## src/design/mll_pkg.sv

```systemverilog
package mll_pkg;

  localparam int MAX_LINE = 4096;
  localparam int OFF_W    = $clog2(MAX_LINE + 1);

  localparam int KIND_W  = 5;
  localparam int START_W = 12;
  localparam int LEN_W   = 13;

  localparam logic [START_W-1:0] START_MAX = {START_W{1'b1}};
  localparam logic [LEN_W-1:0]   LEN_MAX   = LEN_W'(4096);

  localparam logic [KIND_W-1:0] KIND_STRING  = 5'd12;
  localparam logic [KIND_W-1:0] KIND_WORD    = 5'd13;
  localparam logic [KIND_W-1:0] KIND_KW0     = 5'd14;
  localparam logic [KIND_W-1:0] KIND_OTHER   = 5'd20;
  localparam logic [KIND_W-1:0] KIND_UNTERM  = 5'd21;
  localparam logic [KIND_W-1:0] KIND_END     = 5'd22;

  localparam logic [7:0] CH_SPACE = 8'h20;
  localparam logic [7:0] CH_TAB   = 8'h09;
  localparam logic [7:0] CH_QUOTE = 8'h22;
  localparam logic [7:0] CH_BSL   = 8'h5C;
  localparam logic [7:0] CH_DASH  = 8'h2D;
  localparam logic [7:0] CH_UNDER = 8'h5F;

  localparam int NUM_PUNCT = 12;
  localparam logic [7:0] PUNCT [NUM_PUNCT] = '{
    8'h7B, 8'h7D, 8'h5B, 8'h5D, 8'h3D, 8'h5E, 8'h2A, 8'h2B, 8'h40, 8'h26, 8'h7E, 8'h2C
  };

  localparam int NUM_KW  = 6;
  localparam int KW_CHARS = 9;
  localparam logic [7:0] KW_TEXT [NUM_KW][KW_CHARS] = '{
    '{8'h64, 8'h6F, 8'h6E, 8'h65, 8'h00, 8'h00, 8'h00, 8'h00, 8'h00},  // done
    '{8'h72, 8'h75, 8'h6E, 8'h6E, 8'h69, 8'h6E, 8'h67, 8'h00, 8'h00},  // running
    '{8'h63, 8'h6F, 8'h6E, 8'h6E, 8'h65, 8'h63, 8'h74, 8'h65, 8'h64},  // connected
    '{8'h65, 8'h72, 8'h72, 8'h6F, 8'h72, 8'h00, 8'h00, 8'h00, 8'h00},  // error
    '{8'h65, 8'h78, 8'h69, 8'h74, 8'h00, 8'h00, 8'h00, 8'h00, 8'h00},  // exit
    '{8'h73, 8'h74, 8'h6F, 8'h70, 8'h70, 8'h65, 8'h64, 8'h00, 8'h00}   // stopped
  };
  localparam logic [3:0] KW_LEN [NUM_KW] = '{4'd4, 4'd7, 4'd9, 4'd5, 4'd4, 4'd7};

  localparam int MAX_TOK = 3;
  localparam int QDEPTH  = 4;
  localparam int QPTR_W  = $clog2(QDEPTH);
  localparam int QCNT_W  = $clog2(QDEPTH + 1);

  typedef struct packed {
    logic [KIND_W-1:0]  kind;
    logic [START_W-1:0] start;
    logic [LEN_W-1:0]   length;
  } tok_t;

  typedef struct packed {
    logic [1:0]             cnt;
    tok_t [MAX_TOK-1:0]     tok;
  } bundle_t;

  function automatic logic is_word_char(input logic [7:0] b);
    return (b >= 8'h61 && b <= 8'h7A) || (b >= 8'h41 && b <= 8'h5A) ||
           (b >= 8'h30 && b <= 8'h39) || b == CH_DASH || b == CH_UNDER;
  endfunction

  function automatic logic [START_W-1:0] sat_start(input logic [OFF_W-1:0] x);
    return (x > OFF_W'(START_MAX)) ? START_MAX : START_W'(x);
  endfunction

  function automatic logic [LEN_W-1:0] span(input logic [OFF_W-1:0] e,
                                            input logic [OFF_W-1:0] s);
    logic [OFF_W-1:0] d;
    d = (e >= s) ? e - s : '0;
    return (d > OFF_W'(LEN_MAX)) ? LEN_MAX : LEN_W'(d);
  endfunction

endpackage

```

## src/design/mll_front.sv

```systemverilog
module mll_front (
  input  logic              clk_i,
  input  logic              rst_ni,
  input  logic              accept_i,
  input  logic [7:0]        byte_i,
  input  logic              line_end_i,
  output logic              push_o,
  output mll_pkg::bundle_t  bundle_o
);
  import mll_pkg::*;

  typedef enum logic [3:0] {
    MODE_IDLE   = 4'b0001,
    MODE_WORD   = 4'b0010,
    MODE_STRING = 4'b0100,
    MODE_ESC    = 4'b1000
  } mode_e;

  mode_e            mode_q, mode_d;
  logic [OFF_W-1:0] offset_q, offset_d;
  logic [OFF_W-1:0] begin_q, begin_d;
  logic [5:0]       mask_q, mask_d;
  logic [3:0]       widx_q, widx_d;

  function automatic logic [5:0] word_add(input logic [5:0] m, input logic [3:0] idx,
                                          input logic [7:0] b);
    logic [5:0] r;
    r = m;
    for (int k = 0; k < NUM_KW; k++) begin
      if (idx >= 4'(KW_CHARS) || KW_TEXT[k][idx] != b) begin
        r[k] = 1'b0;
      end
    end
    return r;
  endfunction

  function automatic logic [KIND_W-1:0] close_kind(input logic [5:0] m, input logic [3:0] idx);
    logic [KIND_W-1:0] r;
    r = KIND_WORD;
    for (int k = NUM_KW - 1; k >= 0; k--) begin
      if (m[k] && idx == KW_LEN[k]) begin
        r = KIND_KW0 + KIND_W'(k);
      end
    end
    return r;
  endfunction

  always_comb begin
    logic [OFF_W-1:0] cur;
    logic [OFF_W-1:0] nxt;
    logic [1:0]       n;
    logic             do_idle;
    logic             hit;
    logic [3:0]       pidx;

    cur      = offset_q;
    nxt      = (cur < OFF_W'(MAX_LINE)) ? cur + 1'b1 : OFF_W'(MAX_LINE);
    n        = '0;
    do_idle  = 1'b0;
    hit      = 1'b0;
    pidx     = '0;
    bundle_o = '0;
    mode_d   = mode_q;
    begin_d  = begin_q;
    mask_d   = mask_q;
    widx_d   = widx_q;

    case (mode_q)
      MODE_WORD: begin
        if (is_word_char(byte_i)) begin
          mask_d = word_add(mask_q, widx_q, byte_i);
          widx_d = (widx_q == 4'hF) ? widx_q : widx_q + 1'b1;
        end else begin
          bundle_o.tok[n] = '{close_kind(mask_q, widx_q), sat_start(begin_q), span(cur, begin_q)};
          n       = n + 1'b1;
          mode_d  = MODE_IDLE;
          do_idle = 1'b1;
        end
      end
      MODE_STRING: begin
        if (byte_i == CH_QUOTE) begin
          bundle_o.tok[n] = '{KIND_STRING, sat_start(begin_q), span(cur, begin_q)};
          n      = n + 1'b1;
          mode_d = MODE_IDLE;
        end else if (byte_i == CH_BSL) begin
          mode_d = MODE_ESC;
        end
      end
      MODE_ESC: mode_d = MODE_STRING;
      default:  do_idle = 1'b1;
    endcase

    if (do_idle) begin
      for (int k = 0; k < NUM_PUNCT; k++) begin
        if (PUNCT[k] == byte_i) begin
          hit  = 1'b1;
          pidx = 4'(k);
        end
      end
      if (byte_i == CH_SPACE || byte_i == CH_TAB) begin
        // skipped
      end else if (hit) begin
        bundle_o.tok[n] = '{KIND_W'(pidx), sat_start(cur), LEN_W'(1)};
        n = n + 1'b1;
      end else if (byte_i == CH_QUOTE) begin
        mode_d  = MODE_STRING;
        begin_d = nxt;
      end else if (is_word_char(byte_i)) begin
        mode_d  = MODE_WORD;
        begin_d = cur;
        mask_d  = word_add(6'h3F, 4'd0, byte_i);
        widx_d  = 4'd1;
      end else begin
        bundle_o.tok[n] = '{KIND_OTHER, sat_start(cur), LEN_W'(1)};
        n = n + 1'b1;
      end
    end

    offset_d = nxt;

    if (line_end_i) begin
      if (mode_d == MODE_WORD) begin
        bundle_o.tok[n] = '{close_kind(mask_d, widx_d), sat_start(begin_d), span(nxt, begin_d)};
        n = n + 1'b1;
      end else if (mode_d == MODE_STRING || mode_d == MODE_ESC) begin
        bundle_o.tok[n] = '{KIND_UNTERM, sat_start(begin_d), span(nxt, begin_d)};
        n = n + 1'b1;
      end
      bundle_o.tok[n] = '{KIND_END, sat_start(nxt), LEN_W'(0)};
      n        = n + 1'b1;
      mode_d   = MODE_IDLE;
      offset_d = '0;
      begin_d  = '0;
      mask_d   = 6'h3F;
      widx_d   = '0;
    end

    bundle_o.cnt = n;
    push_o       = accept_i && (n != 2'd0);
  end

  always_ff @(posedge clk_i or negedge rst_ni) begin
    if (!rst_ni) begin
      mode_q   <= MODE_IDLE;
      offset_q <= '0;
      begin_q  <= '0;
      mask_q   <= 6'h3F;
      widx_q   <= '0;
    end else if (accept_i) begin
      mode_q   <= mode_d;
      offset_q <= offset_d;
      begin_q  <= begin_d;
      mask_q   <= mask_d;
      widx_q   <= widx_d;
    end
  end

endmodule

```

## src/design/mll_queue.sv

```systemverilog
module mll_queue (
  input  logic              clk_i,
  input  logic              rst_ni,
  input  logic              push_i,
  input  mll_pkg::bundle_t  bundle_i,
  output logic              full_o,
  output logic              head_valid_o,
  output mll_pkg::bundle_t  head_o,
  input  logic              pop_i
);
  import mll_pkg::*;

  bundle_t           mem_q [QDEPTH];
  logic [QPTR_W-1:0] wr_q, rd_q;
  logic [QCNT_W-1:0] cnt_q;

  assign full_o       = (cnt_q == QCNT_W'(QDEPTH));
  assign head_valid_o = (cnt_q != '0);
  assign head_o       = mem_q[rd_q];

  always_ff @(posedge clk_i) begin
    if (push_i) begin
      mem_q[wr_q] <= bundle_i;
    end
  end

  always_ff @(posedge clk_i or negedge rst_ni) begin
    if (!rst_ni) begin
      wr_q  <= '0;
      rd_q  <= '0;
      cnt_q <= '0;
    end else begin
      if (push_i) begin
        wr_q <= wr_q + 1'b1;
      end
      if (pop_i) begin
        rd_q <= rd_q + 1'b1;
      end
      if (push_i && !pop_i) begin
        cnt_q <= cnt_q + 1'b1;
      end else if (pop_i && !push_i) begin
        cnt_q <= cnt_q - 1'b1;
      end
    end
  end

endmodule

```

## src/design/mll_back.sv

```systemverilog
module mll_back (
  input  logic                         clk_i,
  input  logic                         rst_ni,
  input  logic                         head_valid_i,
  input  mll_pkg::bundle_t             head_i,
  output logic                         pop_o,
  output logic                         out_valid_o,
  input  logic                         out_stall_i,
  output logic [mll_pkg::KIND_W-1:0]   token_kind_o,
  output logic [mll_pkg::START_W-1:0]  token_start_o,
  output logic [mll_pkg::LEN_W-1:0]    token_length_o,
  output logic                         last_of_item_o
);
  import mll_pkg::*;

  logic [1:0]         sub_q;
  logic               valid_q;
  logic [KIND_W-1:0]  kind_q;
  logic [START_W-1:0] start_q;
  logic [LEN_W-1:0]   len_q;
  logic               last_q;
  logic               load;
  logic               is_last;

  assign load    = !valid_q || !out_stall_i;
  assign is_last = (sub_q == head_i.cnt - 2'd1);
  assign pop_o   = load && head_valid_i && is_last;

  always_ff @(posedge clk_i or negedge rst_ni) begin
    if (!rst_ni) begin
      valid_q <= 1'b0;
      sub_q   <= '0;
    end else if (load) begin
      valid_q <= head_valid_i;
      if (head_valid_i) begin
        sub_q <= is_last ? 2'd0 : sub_q + 1'b1;
      end
    end
  end

  always_ff @(posedge clk_i) begin
    if (load && head_valid_i) begin
      kind_q  <= head_i.tok[sub_q].kind;
      start_q <= head_i.tok[sub_q].start;
      len_q   <= head_i.tok[sub_q].length;
      last_q  <= is_last;
    end
  end

  assign out_valid_o    = valid_q;
  assign token_kind_o   = kind_q;
  assign token_start_o  = start_q;
  assign token_length_o = len_q;
  assign last_of_item_o = last_q;

endmodule

```

## src/design/mi_line_lexer_top.sv

```systemverilog
// A byte's tokens are written into the bundle queue when the byte is accepted,
// and are then loaded one at a time into the serialiser's output registers.
// Throughput: one byte per cycle in while the queue is not full; one token per
// cycle out unless out_stall_i; a k-token byte holds the serialiser for all k.
// A four-entry bundle queue sits between the lexer front and the serialiser.
// Reset (async, active low) clears lexer state, queue pointers and output valid.
module mi_line_lexer_top (
  input  logic                         clk_i,
  input  logic                         rst_ni,
  input  logic                         in_valid_i,
  output logic                         in_stall_o,
  input  logic [7:0]                   byte_in_i,
  input  logic                         line_end_i,
  output logic                         out_valid_o,
  input  logic                         out_stall_i,
  output logic [mll_pkg::KIND_W-1:0]   token_kind_o,
  output logic [mll_pkg::START_W-1:0]  token_start_o,
  output logic [mll_pkg::LEN_W-1:0]    token_length_o,
  output logic                         last_of_item_o
);
  import mll_pkg::*;

  logic    accept;
  logic    push;
  logic    full;
  logic    head_valid;
  logic    pop;
  bundle_t bundle;
  bundle_t head;

  assign in_stall_o = full;
  assign accept     = in_valid_i && !full;

  mll_front u_front (
    .clk_i      (clk_i),
    .rst_ni     (rst_ni),
    .accept_i   (accept),
    .byte_i     (byte_in_i),
    .line_end_i (line_end_i),
    .push_o     (push),
    .bundle_o   (bundle)
  );

  mll_queue u_queue (
    .clk_i        (clk_i),
    .rst_ni       (rst_ni),
    .push_i       (push),
    .bundle_i     (bundle),
    .full_o       (full),
    .head_valid_o (head_valid),
    .head_o       (head),
    .pop_i        (pop)
  );

  mll_back u_back (
    .clk_i          (clk_i),
    .rst_ni         (rst_ni),
    .head_valid_i   (head_valid),
    .head_i         (head),
    .pop_o          (pop),
    .out_valid_o    (out_valid_o),
    .out_stall_i    (out_stall_i),
    .token_kind_o   (token_kind_o),
    .token_start_o  (token_start_o),
    .token_length_o (token_length_o),
    .last_of_item_o (last_of_item_o)
  );

endmodule
```

## config.mk

```make
export PLATFORM = sky130hd
export DESIGN_NAME = mi_line_lexer_top
export DESIGN_NICKNAME = d
export VERILOG_FILES = /design/src/design/mll_pkg.sv /design/src/design/mll_front.sv /design/src/design/mll_queue.sv /design/src/design/mll_back.sv /design/src/design/mi_line_lexer_top.sv
export SDC_FILE = /design/constraint.sdc
export NUM_CORES = 1
export LEC_CHECK = 0
export ABC_CLOCK_PERIOD_IN_PS = 14800
export BUFFER_PORTS_ARGS = -buffer_cell sky130_fd_sc_hd__buf_4
export CORE_MARGIN = 3
export CORE_UTILIZATION = 65
export CTS_CLUSTER_DIAMETER = 120
export CTS_CLUSTER_SIZE = 20
export DETAILED_ROUTE_END_ITERATION = 6
export HOLD_SLACK_MARGIN = 0.05
export PLACE_DENSITY = 0.82
export SYNTH_ARGS = -nofsm -noshare
export SYNTH_HDL_FRONTEND = slang
export SYNTH_SLANG_ARGS = --single-unit
export TNS_END_PERCENT = 5
```

## constraint.sdc

```tcl
create_clock -name clk_i -period 14.8 [get_ports clk_i]
set_clock_uncertainty 0.2 [all_clocks]
set_input_delay 2.22 -clock clk_i [delete_from_list [all_inputs] [get_ports clk_i]]
set_output_delay 2.22 -clock clk_i [all_outputs]
set_load 0.01 [all_outputs]
```

==> results by group <==
Status
  • Run status: finished with violations
  • Violations in the final reports: DRC

Placement
  • Post-Place Worst Slack: ~6500 ps
  • Quantity of I/O buffers inserted on ports: 45
  • Placed standard-cell area: between 0.02 and 0.025 sq mm
  • Dpl hpwl: around 38,000 microns
  • Placer congestion estimate: 0.998

Die
  • Top-Level Pins: 46
  • CORE AREA: 0.0347 sq mm
  • Die area: ~0.038 sq mm
  • Initial standard-cell utilization of the core: roughly two thirds
  • Horizontal extent of the die: about 190 microns
  • Die Y-Extent: 194 microns
  • Number of standard-cell rows in the floorplan: just under 70

Timing
  • Pins over their slew limit: 0
  • Fin crit share: a little over half
  • Worst Hold Margin: about 300 ps
  • RSZ-0062 raised after global routing: no
  • Worst max-slew margin expressed relative to the limit: between 30% and 40%
  • Setup slack of the critical path after layout: around 6900 ps
  • Hold violation count in the final report: 0
  • Total of endpoints with negative setup slack in the final report: 0
  • Minimum clock period after layout: a little under 8000 ps
  • Slew at the pin closest to its max-slew limit: between 900 and 1000 ps
  • Highest attainable clock frequency: around 130 MHz
  • Total negative setup slack: 0 ps

Final layout
  • Number of antenna diodes: 0
  • Most common cell after layout, fill and taps aside: edfxtp_1
  • Area Growth Syn to Fin: 6.01%
  • Nets@finish: approximately 1.8k
  • Commonest cells after routing, fill and taps aside: 399 x edfxtp_1, 119 x nand2_1, 109 x nor2_1
  • Final Cell Area: roughly 0.024 sq mm
  • Final Util: a little over two thirds
  • Filler Cells Inserted: 2,336
  • Layout cells sized above 1: between 15 and 20%

Setup path
  • Startpoint type of the worst setup path: input port
  • Data arrival time of the worst path: between 8000 and 9000 ps
  • CP required: about 15,000 ps
  • Kind of critical path: in2reg
  • Crit. End Element: flop
  • Crit-path max FO: 32

Clock tree
  • Count of clock tree sinks: roughly 450
  • Insertion delay of the later-clocked pin in the worst-skew pair: 580 ps
  • Clock tree from TritonCTS: built
  • Root buffer selected by CTS: clkbuf_16
  • Number of buffers created by CTS: 26
  • Hold buffer count at CTS: 0
  • CTS clock-pin slew for the worst setup and hold paths: roughly 80 ps
  • CTS H-Tree Depth: 1
  • Largest buffer count on any clock path: 3
  • Setup Fix Bufs, Post-CTS: 0
  • Cts repair resizes: 0

Run
  • Max Cap Viol: 0

Logic synthesis
  • Proportion of synthesized flip-flops having asynchronous set or reset: ~11%
  • Netlist area before placement: between 0.02 and 0.025 sq mm
  • Count of flip-flops with a built-in enable after synthesis: 399
  • Flop and latch count out of synthesis: approximately 450
  • Post-synth cell types: around 110
  • Adder-cell area share of the yosys netlist: roughly 2.8%
  • Synth Instances: between 1.5k and 2k
  • XOR/XNOR share of the synthesized area: between 1.5 and 2%
  • Dominant synthesized flop cell: edfxtp_1
  • Sequential share of the synthesized area: 57.5%
  • Area share of and/or/nand/nor cells after synthesis: around a tenth
  • Dominant combinational cell family by area after synthesis: compound AO/OA/AOI/OAI gates
  • Synth Area in Compound Gates: around an eighth
  • Multiplexer share of the synthesized area: around 11%
  • Number of warnings printed during yosys synthesis: 0
  • Mapped Nets: approximately 1.8k
  • Avg Cell Area, Syn: 13.1 sq um

Drt
  • Remaining antenna violation count after routing: 0
  • Number of iterations in the first detailed-routing pass: 7
  • Via Count: around 16k
  • Via-per-instance ratio: ~7.1
  • Average routed wire per standard cell: between 20 and 30 microns
  • Total DRC errors in the routed layout: 1
  • Drt total wl: 58,600 microns
  • Detailed Route Iter0 Violations: between 2k and 2.5k

GRT
  • GR Overflow Total: 0
  • GR Util All Layers: slightly above 30%
  • Largest net degree at the start of global routing: 65
  • Initial antenna violation count: 0
  • Vias in the first global route: 15.3k
  • First-pass GRT wire length: just over 90,000 microns

Pwr
  • Static leakage: 8.57 nW
  • P per Cell Area: roughly 180 mW/mm^2
  • VDD IR-drop max: around 0.00016 V

Hold path
  • Hold crit path type: reg2reg
==> path summary, 6_finish.rpt <==
check,cells past startpoint,startpoint,endpoint,slack [ps]
setup / recovery,16,byte_in_i[0],u_queue.mem_q[0][40],6880
hold / removal,1,u_queue.cnt_q[2],u_queue.cnt_q[2],300
setup reg to reg,17,u_front.mode_q[2],u_queue.mem_q[2][2],8230
hold reg to reg,1,u_queue.cnt_q[2],u_queue.cnt_q[2],300
max in group asynchronous,1,rst_ni,u_queue.rd_q[0],12360
min in group asynchronous,1,rst_ni,u_front.widx_q[0],1490
==> worst max-delay path, stage by stage <==
cell	delay [ps]
buf_4	280
nor4_1	140
a22oi_1	470
and2_1	670
nand2_1	650
o221ai_1	530
ha_1	360
a211oi_1	400
nor2_1	110
xnor2_1	580
nand4_1	210
nor4b_1	390
o211a_1	210
a41o_1	270
nand2_2	240
nor2_1	330
==> layout make-up <==
cell class,instances,area [sq um],area share [%]
Clock inverter,1,11.3,0.0461
Clock buffer,47,761,3.12
Multi-Input combinational cell,1108,8970,36.8
Timing Repair Buffer,68,510,2.09
Tap cell,455,569,2.33
Inverter,87,327,1.34
Sequential cell,449,13300,54.3
==> logic make-up after synthesis <==
| family | after synthesis |
|---|---|
| AO/OA/AOI/OAI | 438 |
| XOR/XNOR | 50 |
| adder cells (fa/ha/maj) | 50 |
| buffers and inverters | 203 |
| flip-flops | 449 |
| multiplexers | 136 |
| AND/OR/NAND/NOR | 434 |
==> registers in the layout, summed over array words and instances (netlist names) <==
signal                 cells
u_front.mask_q             6
u_queue.rd_q               2
u_back.sub_q               2
u_front.offset_q          13
u_front.widx_q             4
u_queue.wr_q               2
u_back.token_length_o     13
u_back.token_kind_o        5
u_front.mode_q             4
u_back.last_of_item_o      1
u_back.out_valid_o         1
u_queue.mem_q            368
u_queue.cnt_q              3
u_back.token_start_o      12
u_front.begin_q           13
==> where the power goes <==
group	internal [W]	switching [W]
Clock	0.000350	0.000397
Combinational	0.000717	0.00110
Sequential	0.00175	0.000151
Total	0.00282	0.00165
==> cell usage after synthesis, types with 6 or more instances <==
cell / instances / area share (%)
o21ai_1: 16 / 0.35
mux4_2: 92 / 9.0
nor3_1: 19 / 0.41
or3_1: 9 / 0.24
a22o_1: 11 / 0.42
clkbuf_1: 78 / 1.3
edfxtp_1: 399 / 52
a31oi_1: 20 / 0.54
nor4b_1: 6 / 0.23
o211ai_1: 13 / 0.42
nand4_1: 14 / 0.38
nand2b_1: 15 / 0.41
or2_2: 7 / 0.19
buf_2: 11 / 0.24
nand3_1: 27 / 0.59
buf_1: 21 / 0.34
a32oi_1: 8 / 0.30
dfstp_2: 7 / 0.80
nor4_1: 8 / 0.22
o31ai_1: 9 / 0.29
o32ai_1: 6 / 0.23
o22ai_1: 79 / 2.1
a21oi_1: 74 / 1.6
nor3b_1: 10 / 0.33
nor2b_1: 16 / 0.43
and3_1: 12 / 0.33
and2_1: 13 / 0.35
mux2i_1: 39 / 1.7
ha_1: 47 / 2.6
a21o_1: 10 / 0.33
o21a_1: 12 / 0.39
o21ai_0: 70 / 1.5
a211oi_1: 8 / 0.26
a22oi_1: 12 / 0.39
nand2_1: 119 / 1.9
nor2_1: 109 / 1.8
o22a_1: 8 / 0.30
xnor2_1: 33 / 1.3
dfrtp_1: 43 / 4.7
o221ai_1: 11 / 0.42
inv_1: 84 / 1.4
nor2_4: 6 / 0.29
xor2_1: 17 / 0.65
==> metal layers <==
layer	track usage (%)	share of wire, %	vias up
li1	-	-	6804
met1	44.8	39	7691
met2	49.1	48	1017
met3	5.96	11	159
met4	8.40	3.0	0
met5	0	0	-
==> through the flow <==
step           instances  power, W
5_1_grt             2215   0.00468
4_1_cts             2215   0.00446
2_1_floorplan       1760   0.00316
3_3_place_gp        2167   0.00365
6_report            2215   0.00447
3_5_place_dp        2167   0.00372
(Power assumes the default switching activity.)
